### src/rtl/gpio_fssc_pkg.sv
// Shared constants, word map and item types for the GPIO function-select/set/clear block.
package gpio_fssc_pkg;

  // Pin count and field widths
  localparam int NumPins     = 54;
  localparam int WordW       = 6;
  localparam int DataW       = 32;
  localparam int FselW       = 3;
  localparam int BankW       = 64;
  localparam int PinsPerFsel = 10;
  localparam int FselWords   = 6;
  localparam int FselIdxW    = $clog2(FselWords);

  // Access kinds
  localparam logic OpRead  = 1'b0;
  localparam logic OpWrite = 1'b1;

  // Word map
  localparam logic [WordW-1:0] WordSet0 = WordW'(7);
  localparam logic [WordW-1:0] WordSet1 = WordW'(8);
  localparam logic [WordW-1:0] WordClr0 = WordW'(10);
  localparam logic [WordW-1:0] WordClr1 = WordW'(11);
  localparam logic [WordW-1:0] WordLev0 = WordW'(13);
  localparam logic [WordW-1:0] WordLev1 = WordW'(14);

  // Function code that drives the pin
  localparam logic [FselW-1:0] FselOutput = FselW'(1);

  // One bus access with the pin levels sampled alongside it
  typedef struct packed {
    logic                opcode;
    logic [WordW-1:0]    word_index;
    logic [DataW-1:0]    write_data;
    logic [NumPins-1:0]  pin_in;
  } access_t;

  // One result item
  typedef struct packed {
    logic [DataW-1:0]    read_data;
    logic [NumPins-1:0]  pin_out;
    logic [NumPins-1:0]  pin_drive;
  } result_t;

endpackage

### src/rtl/gpio_fssc_if.sv
// Valid/ready channel interfaces for bus access items and result items.
interface gpio_fssc_in_if import gpio_fssc_pkg::*; ();
  logic               valid;
  logic               ready;
  logic               opcode;
  logic [WordW-1:0]   word_index;
  logic [DataW-1:0]   write_data;
  logic [NumPins-1:0] pin_in;

  modport source (output valid, opcode, word_index, write_data, pin_in, input ready);
  modport sink   (input valid, opcode, word_index, write_data, pin_in, output ready);
endinterface

interface gpio_fssc_out_if import gpio_fssc_pkg::*; ();
  logic               valid;
  logic               ready;
  logic [DataW-1:0]   read_data;
  logic [NumPins-1:0] pin_out;
  logic [NumPins-1:0] pin_drive;

  modport source (output valid, read_data, pin_out, pin_drive, input ready);
  modport sink   (input valid, read_data, pin_out, pin_drive, output ready);
endinterface

### src/rtl/gpio_fssc_regs.sv
// Register file: function selects, output latch, word read mux and next-state logic.
module gpio_fssc_regs import gpio_fssc_pkg::*; (
  input  logic    clk_i,
  input  logic    rst_ni,
  input  logic    acc_valid_i,
  input  access_t acc_i,
  output result_t res_o
);

  logic [FselW-1:0]   fsel_q [NumPins];
  logic [FselW-1:0]   fsel_d [NumPins];
  logic [NumPins-1:0] latch_q;
  logic [NumPins-1:0] latch_d;
  logic [NumPins-1:0] drive_now;
  logic [NumPins-1:0] drive_next;
  logic [NumPins-1:0] level;
  logic [BankW-1:0]   level_ext;
  logic [BankW-1:0]   bank_mask;
  logic [DataW-1:0]   fsel_word [FselWords];
  logic [DataW-1:0]   rd_data;
  logic               is_write;
  logic               wr_fsel;
  logic               wr_set;
  logic               wr_clr;

  // Decode of the access
  assign is_write = acc_valid_i && (acc_i.opcode == OpWrite);
  assign wr_fsel  = is_write && (acc_i.word_index < WordW'(FselWords));
  assign wr_set   = is_write && ((acc_i.word_index == WordSet0) ||
                                 (acc_i.word_index == WordSet1));
  assign wr_clr   = is_write && ((acc_i.word_index == WordClr0) ||
                                 (acc_i.word_index == WordClr1));

  // Per-pin function select update and drive enables
  for (genvar p = 0; p < NumPins; p++) begin : g_pin
    localparam int FselWord = p / PinsPerFsel;
    localparam int FselLsb  = (p % PinsPerFsel) * FselW;
    if (FselWord < FselWords) begin : g_fsel
      assign fsel_d[p] = (wr_fsel && (acc_i.word_index == WordW'(FselWord)))
                       ? acc_i.write_data[FselLsb +: FselW] : fsel_q[p];
    end else begin : g_nofsel
      // pins past the last select word stay in input mode
      assign fsel_d[p] = fsel_q[p];
    end
    assign drive_now[p]  = (fsel_q[p] == FselOutput);
    assign drive_next[p] = (fsel_d[p] == FselOutput);
  end

  // Set/clear mask widened to the addressed bank
  always_comb begin
    if ((acc_i.word_index == WordSet1) || (acc_i.word_index == WordClr1)) begin
      bank_mask = {acc_i.write_data, {(BankW-DataW){1'b0}}};
    end else begin
      bank_mask = {{(BankW-DataW){1'b0}}, acc_i.write_data};
    end
  end

  // Output latch next value
  always_comb begin
    latch_d = latch_q;
    if (wr_set) begin
      latch_d = latch_q | bank_mask[NumPins-1:0];
    end else if (wr_clr) begin
      latch_d = latch_q & ~bank_mask[NumPins-1:0];
    end
  end

  // Function select words as seen on a read
  always_comb begin
    for (int w = 0; w < FselWords; w++) begin
      fsel_word[w] = '0;
      for (int i = 0; i < PinsPerFsel; i++) begin
        if (w * PinsPerFsel + i < NumPins) begin
          fsel_word[w][i*FselW +: FselW] = fsel_q[w * PinsPerFsel + i];
        end
      end
    end
  end

  // Pin level: latch for output pins, external level otherwise
  assign level     = (latch_q & drive_now) | (acc_i.pin_in & ~drive_now);
  assign level_ext = BankW'(level);

  // Read mux
  always_comb begin
    case (acc_i.word_index) inside
      [WordW'(0):WordW'(FselWords-1)]: rd_data = fsel_word[acc_i.word_index[FselIdxW-1:0]];
      WordLev0:    rd_data = level_ext[DataW-1:0];
      WordLev1:    rd_data = level_ext[BankW-1:DataW];
      default:     rd_data = '0;
    endcase
    if (acc_i.opcode == OpWrite) begin
      rd_data = '0;
    end
  end

  assign res_o.read_data = rd_data;
  assign res_o.pin_out   = latch_d;
  assign res_o.pin_drive = drive_next;

  // State registers
  always_ff @(posedge clk_i or negedge rst_ni) begin
    if (!rst_ni) begin
      for (int p = 0; p < NumPins; p++) begin
        fsel_q[p] <= '0;
      end
      latch_q <= '0;
    end else begin
      fsel_q  <= fsel_d;
      latch_q <= latch_d;
    end
  end

endmodule

### src/rtl/gpio_function_select_set_clear_top.sv
// Top level of the GPIO function-select/set/clear register block.
// Each input item is one register access (read or write of a 32-bit word)
// together with the current pin levels; it yields exactly one result item
// with the read data (0 for writes and unmapped words), the output latch
// and the drive enables as they stand after the access. An item is decoded,
// applied to the register file and captured in the result register in the
// cycle it is accepted, so the block takes one item per clock unless stalled;
// the result appears in the next cycle. Input ready is low only while the
// result register is full and its item is not being taken. Words 0-5 select
// pin functions, 7/8 set and 10/11 clear latch bits, 13/14 read pin levels.
module gpio_function_select_set_clear_top import gpio_fssc_pkg::*; (
  input logic     clk_i,
  input logic     rst_ni,
  gpio_fssc_in_if.sink    in_i,
  gpio_fssc_out_if.source out_o
);

  access_t acc;
  result_t res;
  result_t res_q;
  logic    out_valid_q;
  logic    in_accept;

  // Accept whenever the result register is free or being drained
  assign in_i.ready = !out_valid_q || out_o.ready;
  assign in_accept  = in_i.valid && in_i.ready;

  assign acc.opcode     = in_i.opcode;
  assign acc.word_index = in_i.word_index;
  assign acc.write_data = in_i.write_data;
  assign acc.pin_in     = in_i.pin_in;

  gpio_fssc_regs u_regs (
    .clk_i       (clk_i),
    .rst_ni      (rst_ni),
    .acc_valid_i (in_accept),
    .acc_i       (acc),
    .res_o       (res)
  );

  // Result register control
  always_ff @(posedge clk_i or negedge rst_ni) begin
    if (!rst_ni) begin
      out_valid_q <= 1'b0;
    end else if (in_accept) begin
      out_valid_q <= 1'b1;
    end else if (out_o.ready) begin
      out_valid_q <= 1'b0;
    end
  end

  // Result payload
  always_ff @(posedge clk_i) begin
    if (in_accept) begin
      res_q <= res;
    end
  end

  assign out_o.valid     = out_valid_q;
  assign out_o.read_data = res_q.read_data;
  assign out_o.pin_out   = res_q.pin_out;
  assign out_o.pin_drive = res_q.pin_drive;

endmodule
### src/flat_wrapper.sv
// flat-port wrapper written by rule: the top's interface ports become plain ports
module gpio_function_select_set_clear_top_flat import gpio_fssc_pkg::*;
  (clk_i, rst_ni, in_i_valid, in_i_opcode, in_i_word_index, in_i_write_data, in_i_pin_in, in_i_ready, out_o_valid, out_o_read_data, out_o_pin_out, out_o_pin_drive, out_o_ready);
  gpio_fssc_in_if in_i_i ();
  gpio_fssc_out_if out_o_i ();
  input logic clk_i;
  input logic rst_ni;
  input wire logic [$bits(in_i_i.valid)-1:0] in_i_valid;
  input wire logic [$bits(in_i_i.opcode)-1:0] in_i_opcode;
  input wire logic [$bits(in_i_i.word_index)-1:0] in_i_word_index;
  input wire logic [$bits(in_i_i.write_data)-1:0] in_i_write_data;
  input wire logic [$bits(in_i_i.pin_in)-1:0] in_i_pin_in;
  output wire logic [$bits(in_i_i.ready)-1:0] in_i_ready;
  output wire logic [$bits(out_o_i.valid)-1:0] out_o_valid;
  output wire logic [$bits(out_o_i.read_data)-1:0] out_o_read_data;
  output wire logic [$bits(out_o_i.pin_out)-1:0] out_o_pin_out;
  output wire logic [$bits(out_o_i.pin_drive)-1:0] out_o_pin_drive;
  input wire logic [$bits(out_o_i.ready)-1:0] out_o_ready;
  assign in_i_i.valid = in_i_valid;
  assign in_i_i.opcode = in_i_opcode;
  assign in_i_i.word_index = in_i_word_index;
  assign in_i_i.write_data = in_i_write_data;
  assign in_i_i.pin_in = in_i_pin_in;
  assign in_i_ready = in_i_i.ready;
  assign out_o_valid = out_o_i.valid;
  assign out_o_read_data = out_o_i.read_data;
  assign out_o_pin_out = out_o_i.pin_out;
  assign out_o_pin_drive = out_o_i.pin_drive;
  assign out_o_i.ready = out_o_ready;
  gpio_function_select_set_clear_top u_core (.clk_i(clk_i), .rst_ni(rst_ni), .in_i(in_i_i), .out_o(out_o_i));
endmodule
### config.mk
export PLATFORM = sky130hd
export DESIGN_NAME = gpio_function_select_set_clear_top_flat
export DESIGN_NICKNAME = d
export VERILOG_FILES = /design/src/rtl/gpio_fssc_pkg.sv /design/src/rtl/gpio_fssc_if.sv /design/src/rtl/gpio_fssc_regs.sv /design/src/rtl/gpio_function_select_set_clear_top.sv /design/src/flat_wrapper.sv
export SDC_FILE = /design/constraint.sdc
export NUM_CORES = 1
export LEC_CHECK = 0
export ABC_AREA = 1
export BUFFER_PORTS_ARGS = -buffer_cell sky130_fd_sc_hd__buf_4
export CORE_ASPECT_RATIO = 1.1
export CORE_MARGIN = 3
export CORE_UTILIZATION = 34
export CTS_CLUSTER_DIAMETER = 150
export DETAILED_ROUTE_END_ITERATION = 8
export SYNTH_ARGS = -nofsm -noshare
export SYNTH_HDL_FRONTEND = slang
export SYNTH_SLANG_ARGS = --single-unit
### constraint.sdc
create_clock -name clk_i -period 4.3 [get_ports clk_i]
set_input_delay 0.215 -clock clk_i [delete_from_list [all_inputs] [get_ports clk_i]]
set_output_delay 0.215 -clock clk_i [all_outputs]
set_load 0.05 [all_outputs]
==> impl_results.md <==
* Status: finished clean
* Synth Register Bits at around 360
* Detailed Place HPWL at roughly 45000 µm
* Min-Delay Path Class: primary input to flip-flop
* Post-synth top area share at between 30% and 40%
* Layout cells sized above 1 at around 15%
* Mapped Area at between 15000 and 20000 µm²
* P per Cell Area at 395.7 nW/µm²
* CP peak stage delay at ~620 ps
* Final Power at around 0.0083 W
* Die W at ~220 µm
* Grt ovf at 0
* Syn Nets at 2136
* Top cell type by total area after synthesis: dfrtp_1
* Worst setup EP type: flip-flop
* Max-cap violations at 0
* Flop pwr share at between 40% and 50%
* Core Util, Final at between 40 and 50%
* PostCTS Resize Cnt at 0
* Crit path max-delay family: simple AND/OR/NAND/NOR gates
* Final worst slack at roughly 1700 ps
* Num Clock Sinks at 357
* Dpl ws at between 1000 and 1500 ps
* Seq/Total Area, Yosys at a little under three fifths
* Routed vias at between 10000 and 15000
* Initial antenna violation count at 1
* Clock Power Share at between 40 and 50%
* CTS H-tree lvls at 2
* Largest cells by area after synthesis: dfrtp_1 (32%), edfxtp_1 (25%), nand2_1 (13%)
* Net Sw Frac at 26.94%
* RSZ-0062 raised after global routing: false
* Period utilization at around three fifths
* Most common cell type on the critical path: nand2_1
* CTS Buf Count at a little over 40
* Commonest non-fill, non-tap cell in the layout: nand2_1
* Comb pwr share at 11.8%
* GPL Wtd Cong at between 0.9 and 1
* Post-CTS Setup Inserts at 0
* Fin crit period at approximately 2600 ps
* I/O pins at ~240
* Cell variety after synth at 31
* Most frequent cells in the layout: nand2_1 (585), inv_1 (342), buf_4 (269)
* GRT Util Overall at 23.78%
* Synth Instances at 2039
* Psw at 0.002229 W
* Actual slew at the worst max-slew pin at 1141 ps
* Vias in the first global route at ~15000
* Relative slew slack at 23.94%
* Clk Latency, worst-skew pair at 570 ps
* Row count at 84
* Fill cell count at ~4800
* First-pass GRT wire length at 91920 µm
* Reg clk slew, reported paths at approximately 60 ps
* Drt total wl at about 63000 µm
* Leakage power total at around 10 nW
* Initial Util at about a third
* Drt pass-1 iters at 6
* Startpoint type of the worst setup path: flip-flop
* Final TNS setup at 0 ps
* Core outline area at 48450 µm²
* Maximum number of pins on one net before global-route repair at around 140
* Vias/cell at approximately 5
* Number of max-slew violations in the final report at 0
* Worst path slowest cell: nor2_4
* Diode count at 0
* Final Hold Viols at 0
* CTS tree: built
* Layout Nets at between 2000 and 2500
* Die Area at approximately 52000 µm²
* Critical path type: flip-flop to flip-flop
* Max VDD drop at 0.0002111 V
* Cell-internal power at just over 0.006 W
* Yosys warns at 0
* Clock Tree Root: clkbuf_16
* DRC Markers at 0
* Clk buf depth at 3
* Finish-stage setup viols at 0
* Crit path cell chain: nand2_1, nand3_1, nor2_4, nand2_1, o21ai_1, nor2_1
* Die height at 239.5 µm
* Worst Path Buf+Inv at 0
* Port buffer count at 238
* Area Growth Syn to Fin at 24.04%
* DR iter-0 viols at 1521
* Max Fclk at around 380 MHz
* Req. time, crit path at 4620 ps
* Routed length per instance at 21.20 µm
* Crit Path Max Fanout at 29
* Worst Skew at 28.04 ps
* Final ANT Viol Nets at 0
* Crit path DAT at approximately 2900 ps
* Mapped Avg Cell Area at about 8.3 µm²
## metal layers
layer / up-vias / wire length (µm) / GRT usage [%]
met5: - / 0 / 0
met4: 0 / 2489 / 9.015
met3: 107 / 5121 / 5.138
met2: 656 / 28390 / 37.44
met1: 7050 / 26940 / 32.30
li1: 6964 / - / -
## area by class of cell
class	count	area, µm²	area share (%)
Sequential cell	357	9634	46.08
Multi-Input combinational cell	1247	5523	26.42
Timing Repair Buffer	295	2303	11.02
Inverter	351	1321	6.320
Clock buffer	56	1124	5.374
Tap cell	645	807.0	3.860
Clock inverter	18	195.2	0.9336
## synth_stat cells
cell type	n
inv_2	8
o21ai_1	67
dfrtp_1	217
or2_2	3
edfxtp_1	140
nor2_8	1
o2111ai_1	1
buf_1	2
nand3_1	149
o22ai_1	7
inv_1	343
nor3_2	1
clkbuf_1	41
nand2_1	586
a21oi_1	35
nor2_1	158
nand3b_1	1
o21ai_2	1
buf_2	32
nand4_1	3
mux2i_1	4
o21ai_0	175
o21bai_1	1
nand3_2	1
nor2_4	2
buf_4	9
nor2_2	3
o31ai_1	2
o211ai_1	43
nor3_1	1
nand2_2	2
## worst min-delay path, stage by stage
cell	delay, ps
buf_4	170
o21ai_1	100
inv_1	50
## registers in the layout (all words and copies together) (netlist names)
signal and cells:
u_core.out_o.pin_drive 54, u_core.out_o.pin_out 54, u_core.out_o.read_data 32, u_core.out_o.valid 1, u_core.u_regs.fsel_q 162, u_core.u_regs.latch_q 54
## power groups by stage
stage	registers, W	clock network (W)	logic (W)
5_1_grt	0.00379	0.00371	0.00104
3_3_place_gp	0.00385	0	0.000954
4_1_cts	0.00378	0.00358	0.000979
2_1_floorplan	0.00412	0	0.000256
3_5_place_dp	0.00385	0	0.000958
6_report	0.00378	0.00351	0.000976
## what timing repair did
item                                    CTS  global route
endpoints found under the hold margin   123             0
endpoints found under the setup margin    0             0
hold buffers                             23             0
## kinds of logic (layout without fill, tap and decap cells)
family | after synthesis | count (layout) | synth area share [%]
simple gates | 911 | 911 | 21.85
buf+inv | 435 | 720 | 10.12
flops | 357 | 357 | 57.16
compound gates | 332 | 332 | 10.64
mux | 4 | 4 | 0.2375
## path summary, 6_finish.rpt
check	start	slack, ps	endpoint	cells past startpoint
setup / recovery	u_core.out_o.valid$_DFFE_PN0P_	1690	u_core.out_o.pin_drive[50]$_DFFE_PP_	6
hold / removal	in_i_write_data[24]	30	u_core.u_regs.fsel_q[135]$_DFF_PN0_	3
min in group asynchronous	rst_ni	300	u_core.u_regs.latch_q[3]$_DFF_PN0_	2
max in group asynchronous	rst_ni	2830	u_core.u_regs.fsel_q[57]$_DFF_PN0_	3
setup reg to reg	u_core.out_o.valid$_DFFE_PN0P_	1690	u_core.out_o.pin_drive[50]$_DFFE_PP_	6
hold reg to reg	u_core.u_regs.fsel_q[110]$_DFF_PN0_	510	u_core.u_regs.fsel_q[110]$_DFF_PN0_	2
## per-stage QoR
step / instances / cell area, µm² / hold WS (ps)
6_report: 2969 / 20910 / 30.38
4_1_cts: 2969 / 20910 / 0.9924
5_1_grt: 2969 / 20910 / 19.39
3_5_place_dp: 2872 / 19360 / 347.6
2_1_floorplan: 2039 / 16860 / -80.59
3_3_place_gp: 2872 / 19360 / 341.7
Note: power is estimated with default switching activity, not from simulation.
